<file path="config.mk">
export PLATFORM = sky130hd
export DESIGN_NAME = pps_cell
export DESIGN_NICKNAME = d
export VERILOG_FILES = /design/src/priority_process_scheduler_assert.svh /design/src/pps_pkg.sv /design/src/pps_cell.sv
export SDC_FILE = /design/constraint.sdc
export NUM_CORES = 1
export LEC_CHECK = 0
export BUFFER_PORTS_ARGS = -buffer_cell sky130_fd_sc_hd__buf_2
export CORE_MARGIN = 5
export CORE_UTILIZATION = 54
export DETAILED_ROUTE_END_ITERATION = 7
export PLACE_DENSITY = 0.85
export SYNTH_ARGS = -nofsm -noshare
export SYNTH_HDL_FRONTEND = slang
export SYNTH_SLANG_ARGS = --single-unit
</file>
<file path="constraint.sdc">
create_clock -name clk -period 4.45 [get_ports clk]
set_input_delay 0.6675 -clock clk [delete_from_list [all_inputs] [get_ports clk]]
set_output_delay 0.6675 -clock clk [all_outputs]
set_load 0.02 [all_outputs]
</file>
<file path="src/priority_process_scheduler_assert.svh">
// Assertion macros for the process scheduler
`ifndef PRIORITY_PROCESS_SCHEDULER_ASSERT_SVH
`define PRIORITY_PROCESS_SCHEDULER_ASSERT_SVH
// Implication checked on every clock edge outside reset
`define PPS_ASSERT_IMP(lbl, a, c, msg) \
  lbl: assert property (@(posedge clk) disable iff (!rst_n) (a) |-> (c)) else $error(msg);
// Implication checked in the cycle after the antecedent
`define PPS_ASSERT_NXT(lbl, a, c, msg) \
  lbl: assert property (@(posedge clk) disable iff (!rst_n) (a) |=> (c)) else $error(msg);
`endif

</file>
<file path="src/pps_pkg.sv">
// Shared types and constants for the process scheduler
`timescale 1ns / 1ps
package pps_pkg;
  localparam int unsigned NumSlotsDef = 16;
  localparam logic [7:0]  QuantumRst  = 8'd10;
  localparam logic [9:0]  TpsRst      = 10'd100;
  localparam logic [3:0]  PrioRst     = 4'd5;
  localparam logic [31:0] MemBaseRst  = 32'h0001_0000;
  localparam logic [31:0] KMemStart   = 32'h0000_1000;
  localparam logic [31:0] KMemSize    = 32'h0000_7000;
  localparam logic [3:0]  PrioWorst   = 4'd9;

  typedef enum logic [2:0] {
    K_TICK = 3'd0, K_CREATE = 3'd1, K_KILL = 3'd2, K_SLEEP = 3'd3,
    K_SETPRIO = 3'd4, K_QUERY = 3'd5, K_RSV6 = 3'd6, K_RSV7 = 3'd7
  } kind_t;

  typedef enum logic [2:0] {
    ST_EMPTY = 3'd0, ST_RUNNING = 3'd1, ST_READY = 3'd2, ST_BLOCKED = 3'd3,
    ST_SLEEPING = 3'd4, ST_ZOMBIE = 3'd5
  } ent_st_t;

  localparam logic [2:0] RC_OK = 3'd0, RC_FULL = 3'd1, RC_NOENT = 3'd2,
                         RC_KERNEL = 3'd3, RC_BADPRIO = 3'd4;

  localparam logic [1:0] CFG_QUANTUM = 2'd0, CFG_TPS = 2'd1, CFG_PRIO = 2'd2,
                         CFG_BASE = 2'd3;

  typedef enum logic [2:0] {
    S_IDLE, S_MUL, S_SWEEP, S_PICK, S_RESP
  } fsm_t;

  // Command from the sequencer to every cell
  typedef struct packed {
    logic        tick;     // count sleepers down, clear zombies
    logic        yield;    // running entry becomes ready
    logic        grant;    // winner becomes running
    logic        wr;       // write the addressed entry
    logic [5:0]  sel;      // addressed entry
    logic [2:0]  wr_st;
    logic        wr_prio;
    logic [3:0]  prio;
    logic        wr_sleep;
    logic [31:0] sleep;
    logic        init;     // create: load memory fields, clear counters
    logic [31:0] mstart;
    logic [31:0] msize;
  } cell_cmd_t;

  // Contents of one entry as read by the sequencer
  typedef struct packed {
    logic [2:0]  st;
    logic [3:0]  prio;
    logic [31:0] mstart;
    logic [31:0] msize;
    logic [31:0] quanta;
  } ent_t;
endpackage

</file>
<file path="src/pps_cell.sv">
// One table entry with its link in the best-ready compare chain
`timescale 1ns / 1ps
module pps_cell #(
  parameter int unsigned IDX = 0,
  parameter int unsigned SW  = 4
) (
  input  logic             clk,
  input  logic             rst_n,
  input  pps_pkg::cell_cmd_t cmd,
  input  logic [SW-1:0]    win,        // grant target
  input  logic             best_v_i,
  input  logic [3:0]       best_p_i,
  input  logic [SW-1:0]    best_s_i,
  output logic             best_v_o,
  output logic [3:0]       best_p_o,
  output logic [SW-1:0]    best_s_o,
  output pps_pkg::ent_t    ent
);
  localparam logic [SW-1:0] MyIdx = SW'(IDX);
  logic [2:0]  st_r;
  logic [3:0]  prio_r;
  logic [31:0] sleep_r, mstart_r, msize_r, quanta_r;
  logic        hit;

  assign hit = cmd.sel == 6'(IDX);

  always_ff @(posedge clk) begin
    if (!rst_n) begin
      st_r     <= (IDX == 0) ? pps_pkg::ST_RUNNING : pps_pkg::ST_EMPTY;
      prio_r   <= (IDX == 0) ? 4'd1 : 4'd0;
      sleep_r  <= '0;
      mstart_r <= (IDX == 0) ? pps_pkg::KMemStart : 32'd0;
      msize_r  <= (IDX == 0) ? pps_pkg::KMemSize : 32'd0;
      quanta_r <= '0;
    end else begin
      if (cmd.tick) begin
        if (st_r == pps_pkg::ST_SLEEPING) begin
          if (sleep_r <= 32'd1) begin
            sleep_r <= '0;
            st_r    <= pps_pkg::ST_READY;
          end else begin
            sleep_r <= sleep_r - 32'd1;
          end
        end else if (st_r == pps_pkg::ST_ZOMBIE && IDX != 0) begin
          st_r <= pps_pkg::ST_EMPTY;
        end
      end
      if (cmd.yield && hit && st_r == pps_pkg::ST_RUNNING) st_r <= pps_pkg::ST_READY;
      if (cmd.grant && win == MyIdx) begin
        st_r     <= pps_pkg::ST_RUNNING;
        quanta_r <= quanta_r + 32'd1;
      end
      if (cmd.wr && hit) begin
        st_r <= cmd.wr_st;
        if (cmd.wr_prio)  prio_r  <= cmd.prio;
        if (cmd.wr_sleep) sleep_r <= cmd.sleep;
        if (cmd.init) begin
          sleep_r  <= '0;
          quanta_r <= '0;
          mstart_r <= cmd.mstart;
          msize_r  <= cmd.msize;
        end
      end
    end
  end

  // Registered link: the best so far moves one cell a cycle from slot 0 up.
  // Strict compare keeps the lower slot on a tie
  always_ff @(posedge clk) begin
    if (!rst_n) begin
      best_v_o <= 1'b0;
      best_p_o <= '0;
      best_s_o <= '0;
    end else if (st_r == pps_pkg::ST_READY && (!best_v_i || prio_r < best_p_i)) begin
      best_v_o <= 1'b1;
      best_p_o <= prio_r;
      best_s_o <= MyIdx;
    end else begin
      best_v_o <= best_v_i;
      best_p_o <= best_p_i;
      best_s_o <= best_s_i;
    end
  end

  assign ent = '{st: st_r, prio: prio_r, mstart: mstart_r, msize: msize_r, quanta: quanta_r};
endmodule

</file>
**After elaboration in Yosys (flattened, before gate mapping)**

Index checks and enable logic that the tools add are counted.

- Muxes and demuxes: 17
- $lt $le $gt $ge: 2
- Bitwise logic cells: 1
- $add $sub $neg: 2
- Reduce and logical (&&, ||, !) cells: 16
- Equality and inequality tests: 3

Operator list:

| cell | count |
|---|---|
| 32-bit two-way mux | 9 |
| 32-bit by 1-bit adder with 32-bit output (second input constant) | 1 |
| 32-bit by 1-bit <= comparator with 1-bit output (second input constant) | 1 |
| 32-bit by 1-bit subtractor with 32-bit output (second input constant) | 1 |
| 3-bit two-way mux | 6 |
| 4-bit nonzero test | 3 |
| 6-bit zero test | 1 |
| 1-bit logical AND | 5 |
| 4-bit zero test | 1 |
| 4-bit less-than comparator | 1 |
| 4-bit two-way mux | 1 |
| 2-bit AND reduction | 2 |
| 3-bit by 1-bit == test with 1-bit output (second input constant) | 1 |
| 3-bit by 2-bit == test with 1-bit output (second input constant) | 1 |
| 3-bit == test (second input constant) | 1 |
| 3-bit AND reduction | 1 |
| 2-bit OR reduction | 1 |
| 1-bit zero test | 1 |
| 1-bit logical OR | 1 |
| 1-bit two-way mux | 1 |
| 1-bit NOT | 1 |

- Word-level logic and storage cells: 50
- Input bits: 131
- Register bits after elaboration: 144
- Output and inout bits: 112

**Longest topological paths before layout**

- Word-level depth: 7
- Depth in mapped cells: 9
- Depth with buffers taken out: 7

**Worst setup path after synthesis**

OpenSTA, ideal clock, no wires.

- Path type: input port to flip-flop
- Start: input port win[0]
- End: register quanta_r[28]
- Path buffers: 1
- Data required time: 4.322 ns
- Setup time: 0.128 ns
- Stages: 6
- Setup slack: 2.077 ns
- Data arrival time: 2.245 ns
- Path through: or4b_1 -> nor3b_1 -> buf_2 -> nand4_1 -> xor2_1 -> nor2_1

- Cells in the longest elaborated chain, start to end: 5

Ends and longest elaborated chain:

| what | line | source |
|---|---|---|
| start, declared | pps_cell.sv:10 | `input logic [SW-1:0] win,` |
| 4-bit zero test (*) | pps_cell.sv:49 | `if (cmd.grant && win == MyIdx) begin` |
| 1-bit logical AND (*) | pps_cell.sv:49 |  |
| 32-bit two-way mux (*) | pps_cell.sv:49 |  |
| 32-bit two-way mux | pps_cell.sv:57 | `if (cmd.init) begin` |
| 32-bit two-way mux (*) | pps_cell.sv:53 | `if (cmd.wr && hit) begin` |
| end signal, assigned | pps_cell.sv:51 | `quanta_r <= quanta_r + 32'd1;` |
| end, declared | pps_cell.sv:22 | `logic [31:0] sleep_r, mstart_r, msize_r, quanta_r;` |

Every way passes the cells marked *; elsewhere a longest branch is shown, timed or not.
A chain may end at the register's enable or synchronous reset.

**Worst setup path in the final report**

- Start: input port cmd[109] in the netlist's numbering
- End: register quanta_r[4]

- Cells in the longest elaborated chain, start to end: 3

Ends and longest elaborated chain:

| what | line | source |
|---|---|---|
| start, declared | pps_cell.sv:9 | `input pps_pkg::cell_cmd_t cmd,` |
| 6-bit zero test | pps_cell.sv:25 | `assign hit = cmd.sel == 6'(IDX);` |
| 1-bit logical AND | pps_cell.sv:53 |  |
| 32-bit two-way mux | pps_cell.sv:53 |  |

No other way between the ends.

==> flow_metrics.tcl <==
set metrics [dict create \
    p_int_mw 2.40 \
    hp-class "flip-flop to flip-flop" \
    numClockSinks 144 \
    cts-buffers-inserted 17 \
    synth_area_leaders "dfxtp_1, nand2_1, a21boi_0" \
    synth-main-ff-cell "dfxtp_1" \
    syn_inst 863 \
    cp-start-kind "input port" \
    htreeDepth 4 \
    syn_avg_cell_area_um2 7.98 \
    ys_seq_area_frac 0.419 \
    status "complete, no violations" \
    swShare 0.214 \
    port_buffers 242 \
    rows 41 \
    grt.total_usage 0.262 \
    num-nets-final 1215 \
    drtPass1Iterations 5 \
    slew_headroom 0.250 \
    hold_start "mstart_r[29]" \
    num_io_pins 243 \
    drc_errors 0 \
    vias 6954 \
    setup_violations 0 \
    cts_buffer_depth 2 \
    cts_resized 0 \
    core_mm2 0.0126 \
    drtIter0Drc 552 \
    drv_cap 0 \
    p_per_area_mw_per_mm2 345 \
    area_growth_pct 28.3 \
    postCtsHoldBufs 0 \
    critPathMaxFanout 65 \
    wl_um 20100 \
    die_h_um 123 \
    startpoint "cmd[109]" \
    synth_common_cells "nand2_1, dfxtp_1, a21boi_0, nor2_1, clkbuf_1" \
    synth.most_common_cell "nand2_1" \
    cts_tree "yes" \
    fillers 987 \
    antenna_found_initial 0 \
    drive_above_1_share 0.270 \
    leakage_nw 3.89 \
    synth_edf_count 0 \
    via_per_inst 5.51 \
    async_flop_share 0 \
    grt_max_degree 72 \
    timing.rr.start "sleep_r[4]" \
    clock_latency_ps 420 \
    seqPwrFrac 0.426 \
    netlist.area_leader.share 0.419 \
    vdd.ir_drop.worst_mv 0.367 \
    dpl_cell_area_mm2 0.00817 \
    worstMarginPinSlew_ps 1130 \
    max_freq_ghz 0.352 \
    initial_core_util 0.548 \
    ant_nets 0 \
    skew_ps 7.24 \
    crit_arrival_ps 3130 \
    path_clk_slew_ps 60 \
    pwr-share-clk 0.521 \
    period_needed_ps 2840 \
    clockRootBuffer "clkbuf_16" \
    yosys.area.top_type "dfxtp_1" \
    synth.distinct_cells 55 \
    synth_nets 1000 \
    critPathCaptureType "flip-flop" \
    syn_area_mm2 0.00689 \
    dieArea_mm2 0.0151 \
    dpl.hpwl_um 13900 \
    crit_type "input port to flip-flop" \
    finalSetupTns_ps 0 \
    postLayoutCellArea_mm2 0.00883 \
    fp.dieW_um 123 \
    final_util 0.703 \
    drv_slew 0 \
    hold_viol_final 0 \
    rsz0062_at_grt "no" \
    ys_ff_latch 144 \
    grt_pass1_vias 6410 \
    combPwrFrac 0.053 \
    finalCritPeriodShare 0.639 \
    gp_congestion 0.834 \
    num_antenna_cells 0 \
    crit_required_ps 4740 \
    p_sw_mw 0.653 \
    grt_first_pass_wirelength_um 31500 \
    ys_warn_count 0 \
    cts_setup_buffers 0 \
    wl_per_cell_um 16.0 \
    overflow 0 \
]
sequential cells by signal, indices dropped and copies added (netlist names):
register  count
best_v_o      1
mstart_r     32
msize_r      32
best_s_o      4
quanta_r     32
prio_r        4
sleep_r      32
best_p_o      4
st_r          3
power by group through the flow:
stage | combinational [mW] | clock [mW] | sequential [mW]
final | 0.162 | 1.59 | 1.30
after global placement | 0.158 | 0 | 1.33
after CTS | 0.162 | 1.60 | 1.30
after detailed placement | 0.160 | 0 | 1.33
after global routing | 0.179 | 1.66 | 1.30
after floorplan | 0.0655 | 0 | 1.34
routing by layer:
layer | vias to the layer above | routed length (um) | track usage
met2 | 287 | 10000 | 0.440
met4 | 0 | 459 | 0.0952
met3 | 41 | 1770 | 0.0842
met5 | - | 0 | 0
met1 | 3211 | 7880 | 0.314
li1 | 3415 | - | -
final timing paths:
check	to	slack [ps]	depth (start not counted)
max	quanta_r[4]	1610	8
min reg2reg	mstart_r[29]	460	2
max reg2reg	sleep_r[23]	1890	5
min	mstart_r[29]	460	2
area by class of cell:
type / count / area, um2 / area share
sequential: 144 / 2880 / 0.326
tap: 172 / 215 / 0.0244
clock buffer: 19 / 453 / 0.0513
timing repair buffer: 252 / 1290 / 0.146
inverter: 38 / 143 / 0.0161
multi-input combinational: 625 / 3650 / 0.413
clock inverter: 12 / 208 / 0.0235
cells by family after synthesis:
logic type      after synthesis  synth area share
flops                       144             0.419
compound gates              193             0.188
fa+ha+maj                     6            0.0109
simple gates                372             0.260
buf+inv                      94            0.0534
mux                           4           0.00581
xor+xnor                     50            0.0636
per-stage QoR:
stage / hold slack, ps / worst slack, ps / power (mW) / std cells
after CTS: 448 / 1720 / 3.06 / 1262
after global placement: 446 / 1310 / 1.49 / 1231
final: 458 / 1610 / 3.05 / 1262
after global routing: 445 / 1500 / 3.14 / 1262
after floorplan: 453 / 2080 / 1.40 / 863
after detailed placement: 451 / 1290 / 1.49 / 1231
placed cells by master, fill, tap and decap left out, types with 3 or more instances in the layout:
cell type,synthesis,routed
buf_2,6,242
nand2_1,171,170
dfxtp_1,144,144
a21boi_0,66,66
nor2_1,59,58
o21ai_0,42,42
inv_1,38,38
a21oi_1,38,38
xor2_1,31,31
nand3_1,29,29
nand4_1,26,26
xnor2_1,19,19
clkbuf_16,0,17
or4_1,14,14
nor4_1,13,13
o31ai_1,12,12
a22oi_1,12,12
nor3_1,11,11
buf_4,0,10
and3_1,9,9
or3_1,7,7
ha_1,6,6
a221oi_1,5,5
bufinv_16,0,5
mux2i_1,4,4
and3b_1,4,4
and4_1,4,4
and2_1,4,4
nand2b_1,3,3
nor3b_1,3,3
clkinv_4,0,3
critical path: stages:
cell     delay [ps]
buf_2            90
nor4_1          830
and3_1          470
nand2_2          80
buf_4           350
nand2_1         150
buf_4           340
nor2_1          100
Power figures use the tool's default switching activity.
